==> src/design/skh_pkg.sv <==
// Shared types, constants and exp tables for the keypoint heatmap softmax.
package skh_pkg;

  localparam int unsigned LogitW = 16;
  localparam int unsigned ProbW  = 16;
  localparam int unsigned PixW   = 10;
  localparam int unsigned CfgW   = 8;
  localparam int unsigned SumW   = 23;
  localparam int unsigned QuoW   = 17;
  localparam int unsigned ExpTabW = 17;

  localparam logic REG_CELLS_ACROSS = 1'b0;
  localparam logic REG_CELLS_DOWN   = 1'b1;

  typedef enum logic [3:0] {
    ST_IDLE,
    ST_X_RD,
    ST_X_M1,
    ST_X_M2,
    ST_X_WR,
    ST_D_RD,
    ST_D_LD,
    ST_D_DV,
    ST_D_OUT
  } state_e;

  typedef struct packed {
    logic accept;
    logic pass_init;
    logic exp_rd;
    logic mul1;
    logic mul2;
    logic exp_wr;
    logic div_init;
    logic div_rd;
    logic div_load;
    logic div_step;
    logic emit;
    logic cell_done;
  } cmd_t;

  typedef struct packed {
    logic last_logit;
    logic exp_last;
    logic div_done;
    logic emit_last;
  } status_t;

  // round(65536*exp(-n)) for whole units of the distance to the maximum.
  function automatic logic [ExpTabW-1:0] exp_whole(input logic [7:0] n);
    logic [ExpTabW-1:0] r;
    case (n)
      8'd0:    r = 17'd65536;
      8'd1:    r = 17'd24109;
      8'd2:    r = 17'd8869;
      8'd3:    r = 17'd3263;
      8'd4:    r = 17'd1200;
      8'd5:    r = 17'd442;
      8'd6:    r = 17'd162;
      8'd7:    r = 17'd60;
      8'd8:    r = 17'd22;
      8'd9:    r = 17'd8;
      8'd10:   r = 17'd3;
      8'd11:   r = 17'd1;
      default: r = 17'd0;
    endcase
    return r;
  endfunction

  function automatic logic [ExpTabW-1:0] exp_sixteenth(input logic [3:0] k);
    logic [ExpTabW-1:0] r;
    case (k)
      4'd0:  r = 17'd65536;
      4'd1:  r = 17'd61565;
      4'd2:  r = 17'd57835;
      4'd3:  r = 17'd54331;
      4'd4:  r = 17'd51039;
      4'd5:  r = 17'd47947;
      4'd6:  r = 17'd45042;
      4'd7:  r = 17'd42313;
      4'd8:  r = 17'd39750;
      4'd9:  r = 17'd37341;
      4'd10: r = 17'd35079;
      4'd11: r = 17'd32954;
      4'd12: r = 17'd30957;
      4'd13: r = 17'd29081;
      4'd14: r = 17'd27319;
      default: r = 17'd25664;
    endcase
    return r;
  endfunction

  function automatic logic [ExpTabW-1:0] exp_fine(input logic [3:0] k);
    logic [ExpTabW-1:0] r;
    case (k)
      4'd0:  r = 17'd65536;
      4'd1:  r = 17'd65280;
      4'd2:  r = 17'd65026;
      4'd3:  r = 17'd64772;
      4'd4:  r = 17'd64520;
      4'd5:  r = 17'd64268;
      4'd6:  r = 17'd64018;
      4'd7:  r = 17'd63768;
      4'd8:  r = 17'd63520;
      4'd9:  r = 17'd63272;
      4'd10: r = 17'd63025;
      4'd11: r = 17'd62780;
      4'd12: r = 17'd62535;
      4'd13: r = 17'd62291;
      4'd14: r = 17'd62048;
      default: r = 17'd61806;
    endcase
    return r;
  endfunction

endpackage

==> src/design/skh_ram.sv <==
// Generic single-write, single-read RAM with registered read data.
module skh_ram #(
  parameter int unsigned WIDTH = 16,
  parameter int unsigned DEPTH = 65
) (
  input  logic                     clk_i,
  input  logic                     we_i,
  input  logic [$clog2(DEPTH)-1:0] waddr_i,
  input  logic [WIDTH-1:0]         wdata_i,
  input  logic [$clog2(DEPTH)-1:0] raddr_i,
  output logic [WIDTH-1:0]         rdata_o
);

  logic [WIDTH-1:0] mem_q [DEPTH];

  always_ff @(posedge clk_i) begin
    if (we_i) begin
      mem_q[waddr_i] <= wdata_i;
    end
    rdata_o <= mem_q[raddr_i];
  end

endmodule

==> src/design/skh_ctrl.sv <==
// Sequencer that steps the collect, exp, divide and emit passes of one cell.
module skh_ctrl
  import skh_pkg::*;
(
  input  logic    clk_i,
  input  logic    rst_ni,
  input  logic    start_i,
  input  status_t status_i,
  output cmd_t    cmd_o,
  output logic    busy_o
);

  state_e state_q, state_d;

  always_ff @(posedge clk_i or negedge rst_ni) begin
    if (!rst_ni) begin
      state_q <= ST_IDLE;
    end else begin
      state_q <= state_d;
    end
  end

  always_comb begin
    state_d = state_q;
    unique case (state_q)
      ST_IDLE: begin
        if (start_i && status_i.last_logit) state_d = ST_X_RD;
      end
      ST_X_RD: state_d = ST_X_M1;
      ST_X_M1: state_d = ST_X_M2;
      ST_X_M2: state_d = ST_X_WR;
      ST_X_WR: state_d = status_i.exp_last ? ST_D_RD : ST_X_RD;
      ST_D_RD: state_d = ST_D_LD;
      ST_D_LD: state_d = ST_D_DV;
      ST_D_DV: begin
        if (status_i.div_done) state_d = ST_D_OUT;
      end
      ST_D_OUT: state_d = status_i.emit_last ? ST_IDLE : ST_D_RD;
      default: state_d = ST_IDLE;
    endcase
  end

  always_comb begin
    cmd_o  = '0;
    busy_o = 1'b1;
    unique case (state_q)
      ST_IDLE: begin
        busy_o          = 1'b0;
        cmd_o.accept    = start_i;
        cmd_o.pass_init = start_i && status_i.last_logit;
      end
      ST_X_RD: cmd_o.exp_rd = 1'b1;
      ST_X_M1: cmd_o.mul1 = 1'b1;
      ST_X_M2: cmd_o.mul2 = 1'b1;
      ST_X_WR: begin
        cmd_o.exp_wr   = 1'b1;
        cmd_o.div_init = status_i.exp_last;
      end
      ST_D_RD: cmd_o.div_rd = 1'b1;
      ST_D_LD: cmd_o.div_load = 1'b1;
      ST_D_DV: cmd_o.div_step = 1'b1;
      ST_D_OUT: begin
        cmd_o.emit      = 1'b1;
        cmd_o.cell_done = status_i.emit_last;
      end
      default: busy_o = 1'b1;
    endcase
  end

endmodule

==> src/design/skh_datapath.sv <==
// Logit and exp stores, max tracker, exp unit, shared divider and cell position.
module skh_datapath
  import skh_pkg::*;
#(
  parameter int unsigned LOGIT_CHANNELS   = 65,
  parameter int unsigned GRID_SIDE        = 8,
  parameter int unsigned MAX_CELLS_ACROSS = 128,
  parameter int unsigned MAX_CELLS_DOWN   = 128
) (
  input  logic                     clk_i,
  input  logic                     rst_ni,
  input  cmd_t                     cmd_i,
  output status_t                  status_o,
  input  logic signed [LogitW-1:0] logit_i,
  input  logic                     cfg_we_i,
  input  logic                     cfg_index_i,
  input  logic [CfgW-1:0]          cfg_data_i,
  output logic                     valid_o,
  output logic [ProbW-1:0]         probability_o,
  output logic [PixW-1:0]          pixel_x_o,
  output logic [PixW-1:0]          pixel_y_o,
  output logic                     last_of_cell_o,
  output logic                     last_of_frame_o
);

  localparam int unsigned ChW   = $clog2(LOGIT_CHANNELS);
  localparam int unsigned Emit  = (GRID_SIDE * GRID_SIDE < LOGIT_CHANNELS) ?
                                  GRID_SIDE * GRID_SIDE : LOGIT_CHANNELS - 1;
  localparam int unsigned SubW  = $clog2(GRID_SIDE + 1);
  localparam int unsigned ColW  = $clog2(MAX_CELLS_ACROSS + 1);
  localparam int unsigned RowW  = $clog2(MAX_CELLS_DOWN + 1);
  localparam int unsigned IterW = $clog2(QuoW + 1);

  // Configuration.
  logic [CfgW-1:0] across_q, down_q, across_eff, down_eff;

  always_ff @(posedge clk_i or negedge rst_ni) begin
    if (!rst_ni) begin
      across_q <= 8'd80;
      down_q   <= 8'd60;
    end else if (cfg_we_i) begin
      if (cfg_index_i == REG_CELLS_ACROSS) across_q <= cfg_data_i;
      if (cfg_index_i == REG_CELLS_DOWN)   down_q   <= cfg_data_i;
    end
  end

  always_comb begin
    across_eff = across_q;
    if (across_q == '0) across_eff = 8'd1;
    else if (across_q > CfgW'(MAX_CELLS_ACROSS)) across_eff = CfgW'(MAX_CELLS_ACROSS);
    down_eff = down_q;
    if (down_q == '0) down_eff = 8'd1;
    else if (down_q > CfgW'(MAX_CELLS_DOWN)) down_eff = CfgW'(MAX_CELLS_DOWN);
  end

  // Collect pass: logit count and running maximum.
  logic [ChW-1:0]           count_q;
  logic signed [LogitW-1:0] max_q;

  always_ff @(posedge clk_i or negedge rst_ni) begin
    if (!rst_ni) begin
      count_q <= '0;
      max_q   <= 16'sh8000;
    end else if (cmd_i.cell_done) begin
      count_q <= '0;
      max_q   <= 16'sh8000;
    end else if (cmd_i.accept) begin
      if (count_q != ChW'(LOGIT_CHANNELS - 1)) count_q <= count_q + 1'b1;
      if (logit_i > max_q) max_q <= logit_i;
    end
  end

  // Channel index shared by the exp and emit passes.
  logic [ChW-1:0] k_q;
  logic [SumW-1:0] sum_q;

  logic [LogitW-1:0] logit_rd;
  logic [ProbW-1:0]  exp_rd;
  logic [ProbW-1:0]  exp_q;

  skh_ram #(.WIDTH(LogitW), .DEPTH(LOGIT_CHANNELS)) u_logit_ram (
    .clk_i   (clk_i),
    .we_i    (cmd_i.accept),
    .waddr_i (count_q),
    .wdata_i (logit_i),
    .raddr_i (k_q),
    .rdata_o (logit_rd)
  );

  skh_ram #(.WIDTH(ProbW), .DEPTH(LOGIT_CHANNELS)) u_exp_ram (
    .clk_i   (clk_i),
    .we_i    (cmd_i.exp_wr),
    .waddr_i (k_q),
    .wdata_i (exp_q),
    .raddr_i (k_q),
    .rdata_o (exp_rd)
  );

  // Exp unit: two registered table multiplies.
  logic [LogitW-1:0]    distance;
  logic [ExpTabW-1:0]   p1_q;
  logic [3:0]           fine_q;
  logic [2*ExpTabW-1:0] prod1, prod2;

  assign distance = LogitW'(max_q - $signed(logit_rd));
  assign prod1 = exp_whole(distance[15:8]) * exp_sixteenth(distance[7:4]) + 34'd32768;
  assign prod2 = p1_q * exp_fine(fine_q) + 34'd32768;

  always_ff @(posedge clk_i) begin
    if (cmd_i.mul1) begin
      p1_q   <= prod1[32:16];
      fine_q <= distance[3:0];
    end
    if (cmd_i.mul2) begin
      exp_q <= (prod2[33:16] > 18'd65535) ? 16'hFFFF : prod2[31:16];
    end
  end

  // Restoring divider, one quotient bit per cycle. The sum is at least 65535,
  // so the top 16 numerator bits are below it and 17 steps cover the quotient.
  logic [32:0]     num;
  logic [SumW-1:0] rem_q;
  logic [QuoW-1:0] nbits_q, quo_q;
  logic [IterW-1:0] iter_q;
  logic [SumW:0]   trial;

  assign num   = {1'b0, exp_rd, 16'd0} + 33'(sum_q >> 1);
  assign trial = {rem_q, nbits_q[QuoW-1]};

  always_ff @(posedge clk_i) begin
    if (cmd_i.div_load) begin
      rem_q   <= SumW'(num[32:17]);
      nbits_q <= num[16:0];
      quo_q   <= '0;
      iter_q  <= IterW'(QuoW);
    end else if (cmd_i.div_step) begin
      nbits_q <= {nbits_q[QuoW-2:0], 1'b0};
      iter_q  <= iter_q - 1'b1;
      if (trial >= {1'b0, sum_q}) begin
        rem_q <= SumW'(trial - {1'b0, sum_q});
        quo_q <= {quo_q[QuoW-2:0], 1'b1};
      end else begin
        rem_q <= SumW'(trial);
        quo_q <= {quo_q[QuoW-2:0], 1'b0};
      end
    end
  end

  // Channel index, sum and subpixel counters.
  logic [SubW-1:0] sx_q, sy_q;
  logic [ColW-1:0] col_q;
  logic [RowW-1:0] row_q;

  always_ff @(posedge clk_i or negedge rst_ni) begin
    if (!rst_ni) begin
      k_q   <= '0;
      sum_q <= '0;
      sx_q  <= '0;
      sy_q  <= '0;
    end else begin
      if (cmd_i.pass_init) begin
        k_q   <= '0;
        sum_q <= '0;
      end else if (cmd_i.div_init) begin
        k_q   <= '0;
        sum_q <= sum_q + SumW'(exp_q);
        sx_q  <= '0;
        sy_q  <= '0;
      end else if (cmd_i.exp_wr) begin
        k_q   <= k_q + 1'b1;
        sum_q <= sum_q + SumW'(exp_q);
      end else if (cmd_i.emit) begin
        k_q <= k_q + 1'b1;
        if (sx_q == SubW'(GRID_SIDE - 1)) begin
          sx_q <= '0;
          sy_q <= sy_q + 1'b1;
        end else begin
          sx_q <= sx_q + 1'b1;
        end
      end
    end
  end

  // Cell position in the grid.
  logic col_wrap, row_wrap, frame_end;

  assign col_wrap  = (9'(col_q) + 9'd1) >= 9'(across_eff);
  assign row_wrap  = (9'(row_q) + 9'd1) >= 9'(down_eff);
  assign frame_end = col_wrap && row_wrap;

  always_ff @(posedge clk_i or negedge rst_ni) begin
    if (!rst_ni) begin
      col_q <= '0;
      row_q <= '0;
    end else if (cmd_i.cell_done) begin
      if (col_wrap) begin
        col_q <= '0;
        row_q <= row_wrap ? '0 : row_q + 1'b1;
      end else begin
        col_q <= col_q + 1'b1;
      end
    end
  end

  assign status_o.last_logit = (count_q == ChW'(LOGIT_CHANNELS - 1));
  assign status_o.exp_last   = (k_q == ChW'(LOGIT_CHANNELS - 1));
  assign status_o.div_done   = (iter_q == IterW'(1));
  assign status_o.emit_last  = (k_q == ChW'(Emit - 1));

  // Output register.
  always_ff @(posedge clk_i or negedge rst_ni) begin
    if (!rst_ni) begin
      valid_o <= 1'b0;
    end else begin
      valid_o <= cmd_i.emit;
    end
  end

  always_ff @(posedge clk_i) begin
    if (cmd_i.emit) begin
      probability_o   <= (quo_q > 17'd65535) ? 16'hFFFF : quo_q[15:0];
      pixel_x_o       <= PixW'(PixW'(col_q) * PixW'(GRID_SIDE) + PixW'(sx_q));
      pixel_y_o       <= PixW'(PixW'(row_q) * PixW'(GRID_SIDE) + PixW'(sy_q));
      last_of_cell_o  <= status_o.emit_last;
      last_of_frame_o <= status_o.emit_last && frame_end;
    end
  end

endmodule

==> src/design/softmax_keypoint_heatmap_core.sv <==
// Top level of the keypoint heatmap softmax with 8x8 depth-to-space.
//
//  Channel   Direction  Handshake                    Payload
//  -------   ---------  ---------------------------  ------------------------------
//  logit     in         start_i high, busy_o low     logit_i (signed Q8.8)
//  result    out        valid_o strobe, one cycle    probability_o, pixel_x_o,
//                                                    pixel_y_o, last_of_cell_o,
//                                                    last_of_frame_o
//  config    in         cfg_we_i high                cfg_index_i, cfg_data_i
//
// Logits of a cell are taken one word per cycle while busy_o is low. After the
// last channel of a cell the block goes busy: the exp pass reads, multiplies
// twice and writes back each channel, then each probability is read, loaded
// into the one-bit-per-cycle restoring divider and emitted. Results cannot be
// stalled; each word is shown for one cycle. Reset returns the grid position
// to the first cell and restores the register defaults; the logit and exp
// stores are not cleared.
module softmax_keypoint_heatmap_core
  import skh_pkg::*;
#(
  parameter int unsigned LOGIT_CHANNELS   = 65,
  parameter int unsigned GRID_SIDE        = 8,
  parameter int unsigned MAX_CELLS_ACROSS = 128,
  parameter int unsigned MAX_CELLS_DOWN   = 128
) (
  input  logic                     clk_i,
  input  logic                     rst_ni,
  input  logic                     start_i,
  output logic                     busy_o,
  input  logic signed [LogitW-1:0] logit_i,
  input  logic                     cfg_we_i,
  input  logic                     cfg_index_i,
  input  logic [CfgW-1:0]          cfg_data_i,
  output logic                     valid_o,
  output logic [ProbW-1:0]         probability_o,
  output logic [PixW-1:0]          pixel_x_o,
  output logic [PixW-1:0]          pixel_y_o,
  output logic                     last_of_cell_o,
  output logic                     last_of_frame_o
);

  cmd_t    cmd;
  status_t status;

  // The controller only sequences; all counters and arithmetic live in the
  // datapath, which reports the pass boundaries back as status.
  skh_ctrl u_ctrl (
    .clk_i    (clk_i),
    .rst_ni   (rst_ni),
    .start_i  (start_i),
    .status_i (status),
    .cmd_o    (cmd),
    .busy_o   (busy_o)
  );

  skh_datapath #(
    .LOGIT_CHANNELS   (LOGIT_CHANNELS),
    .GRID_SIDE        (GRID_SIDE),
    .MAX_CELLS_ACROSS (MAX_CELLS_ACROSS),
    .MAX_CELLS_DOWN   (MAX_CELLS_DOWN)
  ) u_datapath (
    .clk_i           (clk_i),
    .rst_ni          (rst_ni),
    .cmd_i           (cmd),
    .status_o        (status),
    .logit_i         (logit_i),
    .cfg_we_i        (cfg_we_i),
    .cfg_index_i     (cfg_index_i),
    .cfg_data_i      (cfg_data_i),
    .valid_o         (valid_o),
    .probability_o   (probability_o),
    .pixel_x_o       (pixel_x_o),
    .pixel_y_o       (pixel_y_o),
    .last_of_cell_o  (last_of_cell_o),
    .last_of_frame_o (last_of_frame_o)
  );

endmodule

==> config.mk <==
export PLATFORM = sky130hd
export DESIGN_NAME = softmax_keypoint_heatmap_core
export DESIGN_NICKNAME = d
export VERILOG_FILES = /design/src/design/skh_pkg.sv /design/src/design/skh_ram.sv /design/src/design/skh_ctrl.sv /design/src/design/skh_datapath.sv /design/src/design/softmax_keypoint_heatmap_core.sv
export SDC_FILE = /design/constraint.sdc
export NUM_CORES = 2
export LEC_CHECK = 0
export BUFFER_PORTS_ARGS = -buffer_cell sky130_fd_sc_hd__buf_4
export CORE_ASPECT_RATIO = 0.5
export CORE_MARGIN = 2
export CORE_UTILIZATION = 42
export CTS_BUF_LIST = sky130_fd_sc_hd__clkbuf_4
export CTS_CLUSTER_SIZE = 10
export DETAILED_ROUTE_END_ITERATION = 6
export PLACE_DENSITY = 0.64
export SYNTH_ARGS = -nofsm -noshare
export SYNTH_HDL_FRONTEND = slang
export SYNTH_SLANG_ARGS = --single-unit
export TNS_END_PERCENT = 30
==> constraint.sdc <==
create_clock -name clk_i -period 8.9 [get_ports clk_i]
set_input_delay 0.89 -clock clk_i [delete_from_list [all_inputs] [get_ports clk_i]]
set_output_delay 0.89 -clock clk_i [all_outputs]
set_load 0.01 [all_outputs]
== Word-level counts from Yosys, hierarchy flattened ==
Memories as Yosys holds them, arrays and structs flattened. A register that Yosys moved wholly into a read port is not among the register bits.
Index checks and enable logic that the tools add are counted.

* Output and inout bits: 40
* ROM bits: 768
* Logic and storage cells: 151
* RAM bits: 2,080
* Memories: 5
* Latch bits: 0
* Bits in registers: 235
* Bits of input ports: 29

* Equality and inequality tests: 17
* Shift operators: 0
* Bitwise gates (word level): 2
* Muxes and demuxes: 52
* Div/mod/pow operators: 0
* $lt $le $gt $ge: 8
* Reductions and logical operators: 23
* Add/sub/neg operators: 17
* Multipliers: 2

{| class="wikitable"
|+ Memories
! memory !! depth !! bits a word !! rd ports !! clocked after Yosys merged registers in !! wr ports !! line !! source
|-
| u_datapath.u_exp_ram.mem_q || 65 || 16 || 1 || 1 || 1 || skh_ram.sv:14 || <nowiki>logic [WIDTH-1:0] mem_q [DEPTH];</nowiki>
|-
| u_datapath.u_logit_ram.mem_q || 65 || 16 || 1 || 1 || 1 || skh_ram.sv:14 ||
|-
| (no name shown) || 16 || 17 || 1 || 0 || 0 || skh_pkg.sv:72 || <nowiki>case (k)</nowiki>
|-
| (no name shown) || 16 || 16 || 1 || 1 || 0 || skh_pkg.sv:95 || <nowiki>case (k)</nowiki>
|-
| (no name shown) || 16 || 15 || 1 || 0 || 0 || skh_pkg.sv:52 || <nowiki>case (n)</nowiki>
|}

{| class="wikitable"
|+ Operator list
! kind !! number
|-
| two-way mux 23 bit || 4
|-
| two-way mux 16 bit || 5
|-
| two-way mux 17 bit || 3
|-
| two-way mux 7 bit || 7
|-
| two-way mux 8 bit || 6
|-
| two-way mux 4 bit || 11
|-
| case mux 4 bit (9 select lines) || 1
|-
| adder 34 x 16 -> 34 bit (second input constant) || 1
|-
| multiplier 17 x 17 -> 34 bit || 1
|-
| adder 32 x 22 -> 33 bit || 1
|-
| adder 33 x 16 -> 33 bit (second input constant) || 1
|-
| multiplier 17 x 17 -> 33 bit || 1
|-
| greater-or-equal comparator 24 x 23 -> 1 bit || 1
|-
| adder 23 x 16 -> 23 bit || 1
|-
| subtractor 23 bit || 1
|-
| adder 10 x 4 -> 10 bit || 2
|-
| equality test 4 x 3 -> 1 bit (second input constant) || 5
|-
| adder 8 x 1 -> 9 bit (second input constant) || 2
|-
| greater-or-equal comparator 9 x 8 -> 1 bit || 2
|-
| greater-than comparator 18 x 16 -> 1 bit (second input constant) || 1
|-
| greater-than comparator 17 x 16 -> 1 bit (second input constant) || 1
|-
| adder 8 x 1 -> 8 bit (second input constant) || 2
|-
| greater-than comparator 16 bit || 1
|-
| greater-than comparator 8 bit (second input constant) || 2
|-
| other kinds (26) || 58
|}

== Depth between registers and ports, before layout ==
* Word-level depth: 6
* Mapped depth: 40
* Mapped depth without buffers: 37

== By module ==
Synthesis repeated with hierarchy kept, for this count alone.

* Cells, all modules: 7,278
* Area total of the unflattened synthesis: 112,705.6 µm²

{| class="wikitable"
|+ By module, submodules not included
! module !! sequential area each (µm²) !! times used !! area each (µm²) !! cells an instance
|-
| skh_ram || 31,550.3 || 2 || 40,293.6 || 1,919
|-
| skh_datapath || 6,444.9 || 1 || 31,785.5 || 3,398
|-
| skh_ctrl || 100.1 || 1 || 332.8 || 42
|}

== Worst setup path after synthesis ==
Ideal clock, no wire load.

* Kind: reg2reg
* Start point: register u_datapath.max_q[0]
* End point: register u_datapath.p1_q[16] (data pin)
* Slack: 0.383 ns
* Period minus slack after synthesis: 8.517 ns
* Data arrival time: 8.258 ns
* Setup time: 0.259 ns
* Path buffers: 1
* Stages on the path, launching flop included: 37
* Data required time: 8.641 ns
* Cells stage by stage: dfrtp_1 inv_1 ha_1 inv_1 fa_1 a211oi_2 nor2_1 or2_2 clkbuf_1 inv_1 ha_1 inv_1 a41o_1 a31oi_1 o2111ai_1 mux2i_1 nor2_1 fa_1 inv_1 fa_1 inv_1 fa_1 fa_1 fa_1 inv_1 fa_1 inv_1 ha_1 inv_1 nor2_1 nand4_1 nand2b_1 a21oi_1 a311oi_1 o31ai_2 a21oi_1 xnor2_1

* Cells in the longest elaborated chain, start to end: 5
* Elaborated cells on any way between the ends: 7
* Those cells by class: 2 x add/sub; 1 x mul; 1 x mux; 1 x reduce/logical; 2 x memory

{| class="wikitable"
|+ Ends and longest elaborated chain
! item !! line !! source
|-
| start: declaration || skh_datapath.sv:58 || <nowiki>logic signed [LogitW-1:0] max_q;</nowiki>
|-
| start signal: assignment || skh_datapath.sv:69 || <nowiki>if (logit_i > max_q) max_q <= logit_i;</nowiki>
|-
| subtractor 16 bit (*) || skh_datapath.sv:105 || <nowiki>assign distance = LogitW'(max_q - $signed(logit_rd));</nowiki>
|-
| memory (16 x 15 bit) or zero test 4 bit (tied branches) || -- ||
|-
| two-way mux 17 bit || skh_pkg.sv:52 ||
|-
| multiplier 17 x 17 -> 33 bit (*) || skh_datapath.sv:106 || <nowiki>assign prod1 = exp_whole(distance[15:8]) * exp_sixteenth(distance[7:4]) + 34'd32768;</nowiki>
|-
| adder 33 x 16 -> 33 bit (*) || skh_datapath.sv:106 ||
|-
| net u_datapath.prod1[32] || skh_datapath.sv:103 || <nowiki>logic [2*ExpTabW-1:0] prod1, prod2;</nowiki>
|-
| end signal: assignment || skh_datapath.sv:111 || <nowiki>p1_q <= prod1[32:16];</nowiki>
|-
| end: declaration || skh_datapath.sv:101 || <nowiki>logic [ExpTabW-1:0] p1_q;</nowiki>
|}

Mark *: on every way through the listed nets, which the timed path passes. The rest lies on a longest branch.
A chain may end at the register's enable or synchronous reset.

== Worst setup path after layout ==
* Start point: register u_datapath.max_q[2]
* End point: register u_datapath.p1_q[9] (data pin)

The elaborated chain is that of the path after synthesis.

==> results.sh <==
export IMPL_status="complete, no violations"
export IMPL_yosysMostFrequentCell="sky130_fd_sc_hd__edfxtp_1"
export IMPL_areaGrowthSynthToFinish_pct=12.38
export IMPL_detail_route_wirelength_mm=296.0
export IMPL_synth_main_ff_cell="sky130_fd_sc_hd__edfxtp_1"
export IMPL_placedCellCount=10872
export IMPL_period_needed_ps=8641
export IMPL_max_freq_mhz=115.7
export IMPL_worst_clock_skew_ps=134.7
export IMPL_synth_warnings=0
export IMPL_finalNetCount=8878
export IMPL_crit_path_max_fanout=6
export IMPL_syn_nets=8339
export IMPL_whs_path_depth=3
export IMPL_cts_htree_levels=6
export IMPL_synthesis_area_mm2=0.1078
export IMPL_clock_sinks=2360
export IMPL_fin_total_pwr_mw=21.15
export IMPL_firstDrtPassIters=6
export IMPL_slew_headroom=0.04636
export IMPL_critical_path_arrival_ps=9610
export IMPL_worst_slew_pin_transition_ps=1423
export IMPL_grt_max_degree=97
export IMPL_buffer_cell_driving_the_clock_tree_root="sky130_fd_sc_hd__clkbuf_4"
export IMPL_synth_area_top_cells="sky130_fd_sc_hd__edfxtp_1, sky130_fd_sc_hd__fa_1, sky130_fd_sc_hd__a22oi_1, sky130_fd_sc_hd__ha_1, sky130_fd_sc_hd__inv_1"
export IMPL_drt_iter0_markers=8029
export IMPL_gp_congestion=0.9278
export IMPL_setup_violations=0
export IMPL_avgViaCountPerCell=5.759
export IMPL_grt_setup_unrepaired="true"
export IMPL_dp_final_hpwl_mm=178.4
export IMPL_syn_avg_cell_area_um2=14.33
export IMPL_post_synth_top_area_cell="sky130_fd_sc_hd__edfxtp_1"
export IMPL_worstReg2RegStart="u_datapath.max_q[2]"
export IMPL_core_rowCount=131
export IMPL_groute_usage_overall=0.2219
export IMPL_worst_setup_hold_path_clk_slew_ps=80
export IMPL_final_hold_worst_slack_ps=189.8
export IMPL_finalHoldViolCount=0
export IMPL_num_vias=68168
export IMPL_maxCapViolations=0
export IMPL_post_route_cell_area_mm2=0.1211
export IMPL_regToRegSetupSlack_ps=260
export IMPL_dpl_instance_area_mm2=0.1135
export IMPL_post_route_cells_drive_above_1_share=0.1705
export IMPL_setup_slack_ps=258.8
export IMPL_synth_enable_flop_cells=2188
export IMPL_p_leak_nw=43.92
export IMPL_drc=0
export IMPL_hp_start="logit_i[11]"
export IMPL_worst_path_largest_cell_delay_ps=580
export IMPL_worstSkewPairLatency_ps=1260
export IMPL_final_instance_count_excl_fill=11837
export IMPL_tritoncts_clock_tree="built"
export IMPL_holdPathEnd="u_datapath.max_q[11]"
export IMPL_cts_buffer_depth=4
export IMPL_final_max_tran_viols=0
export IMPL_first_global_vias=67634
export IMPL_worst_slack_at_placement_ps=13.58
export IMPL_worst_endpoint_required_ps=9870
export IMPL_synth_lib_cells_used_distinct=89
export IMPL_synth_seq_cells=2360
export IMPL_layout_filler_cells=22260
export IMPL_grt_overflow_total=0
export IMPL_synth_top_cells_by_count="sky130_fd_sc_hd__edfxtp_1, sky130_fd_sc_hd__a22oi_1, sky130_fd_sc_hd__inv_1, sky130_fd_sc_hd__nor2_1, sky130_fd_sc_hd__nand2_1"
export IMPL_port_buf_inserts=68
export IMPL_netlist_instances=7521
export IMPL_synth_largest_type_area_fraction=0.6098
export IMPL_synth_async_reset_ratio=0.04153
export IMPL_core_area_mm2=0.2550
export IMPL_worstRegToRegCells=30
export IMPL_irDropWorstVdd_mv=0.09118
export IMPL_io_pins=69
export IMPL_chipHeight_um=362.2
export IMPL_initial_antenna_violation_count=10
export IMPL_power_density_mw_per_mm2=174.7
export IMPL_wl_per_cell_um=25.01
export IMPL_start_util=0.4225
export IMPL_design_die_area_mm2=0.2609
export IMPL_finish_utilization=0.4748
export IMPL_post_route_period_util=0.9709
export IMPL_fin_tns_setup_ps=0
export IMPL_timing_critical_path_mode_cell="sky130_fd_sc_hd__fa_1"
export IMPL_worst_path_class_setup="flip-flop to flip-flop"
export IMPL_post_drt_antenna_nets=0
export IMPL_yosysSeqAreaShare=0.6464
export IMPL_setup_crit_end_kind="flip-flop"
export IMPL_grt_first_pass_wirelength_mm=437.8
export IMPL_die_width_um=720.3
export IMPL_startpoint_type="flip-flop"
export IMPL_timing_critical_path_slowest_stage_cell="sky130_fd_sc_hd__fa_1"
export IMPL_tritoncts_num_buffers=554
export IMPL_timing_hold_worst_class="input port to flip-flop"
export IMPL_r2r_end="u_datapath.p1_q[9]"
[flip-flops by register name, indices dropped and copies added (netlist names), 10 cells and up, named ones only]
| name | count |
|---|---|
| u_datapath.sum_q | 23 |
| u_datapath.u_exp_ram.rdata_o | 16 |
| u_datapath.pixel_y_o | 10 |
| u_datapath.pixel_x_o | 10 |
| u_datapath.u_logit_ram.rdata_o | 16 |
| u_datapath.nbits_q | 17 |
| u_datapath.p1_q | 17 |
| u_datapath.max_q | 16 |
| u_datapath.exp_q | 16 |
| u_datapath.quo_q | 17 |
| u_datapath.u_logit_ram.mem_q | 1040 |
| u_datapath.rem_q | 23 |
| u_datapath.probability_o | 16 |
| u_datapath.u_exp_ram.mem_q | 1040 |
[power by group]
group	internal (mW)	total [mW]	switching, mW
registers	12.0	12.0	0.00856
logic	0.0367	0.162	0.125
clock network	4.70	8.95	4.25
[critical path, delay by kind of cell (launching register included)]
kind	cells	cell delay [ps]
muxes	2	530
and+or+nand+nor	3	620
DFF	1	410
AOI/OAI and AO/OA	13	2300
adders and majority gates	9	4030
xor gates and xnor gates	1	220
buffers and inverters	2	270
[per-layer routing]
layer,vias up,part of all wire,routed length (µm),track usage
li1,29837,-,-,-
met1,34383,0.43,127000,0.3243
met2,3567,0.45,132500,0.3389
met3,371,0.11,31830,0.05222
met4,10,0.016,4660,0.04720
met5,-,0.00023,67,0
[logic make-up (layout without fill, tap and decap cells)]
group | count (synthesis) | in the layout | share of synthesized area
flip-flops | 2360 | 2360 | 0.6464
AND/OR/NAND/NOR | 1423 | 1423 | 0.06263
AO/OA/AOI/OAI | 1747 | 1747 | 0.1180
buffers and inverters | 1014 | 1935 | 0.03574
multiplexers | 64 | 64 | 0.007583
adder cells (fa/ha/maj) | 789 | 789 | 0.1196
XOR/XNOR | 124 | 124 | 0.01008
other | 0 | 4 | 0
[worst max-delay path by stage]
stage | start | endpoint | slack (ps) | cells past startpoint
6_report | u_datapath.max_q[2] | u_datapath.p1_q[9] | 260 | 30
2_1_floorplan | u_datapath.max_q[0] | u_datapath.p1_q[16] | 380 | 36
5_1_grt | u_datapath.max_q[0] | u_datapath.p1_q[16] | -60 | 38
3_5_place_dp | u_datapath.max_q[0] | u_datapath.p1_q[9] | 10 | 33
3_3_place_gp | u_datapath.max_q[0] | u_datapath.p1_q[16] | 110 | 36
4_1_cts | u_datapath.max_q[0] | u_datapath.p1_q[9] | 30 | 33
[area by class of cell]
class	instances	area, µm²	area share
inverter	620	2327	0.01922
clock buffer	828	6216	0.05133
timing repair buffer	377	3052	0.02520
antenna	4	10.01	0.00008266
clock inverter	110	880.8	0.007274
multi-input combinational	4147	34710	0.2866
sequential	2360	69650	0.5752
tap	3391	4243	0.03504
[what timing repair did]
item	4_1_cts	5_1_grt
endpoints found under the hold margin	46	0
setup endpoints to repair	2	16
buffers inserted	1	12
gates cloned	0	1
pin swaps	1	23
resized for setup	2	63
hold buffers	9	0
[cell usage in the layout (no fill, tap or decap), types with 136 or more instances in the layout]
master / instances
sky130_fd_sc_hd__fa_1: 399
sky130_fd_sc_hd__nor2_1: 403
sky130_fd_sc_hd__a22oi_1: 841
sky130_fd_sc_hd__clkbuf_4: 828
sky130_fd_sc_hd__nand4_1: 147
sky130_fd_sc_hd__nand2_1: 401
sky130_fd_sc_hd__a21oi_1: 161
sky130_fd_sc_hd__and2_1: 136
sky130_fd_sc_hd__o21ai_0: 165
sky130_fd_sc_hd__inv_1: 616
sky130_fd_sc_hd__edfxtp_1: 2188
sky130_fd_sc_hd__ha_1: 384
sky130_fd_sc_hd__buf_4: 350
Note: power is estimated with default switching activity, not from simulation.
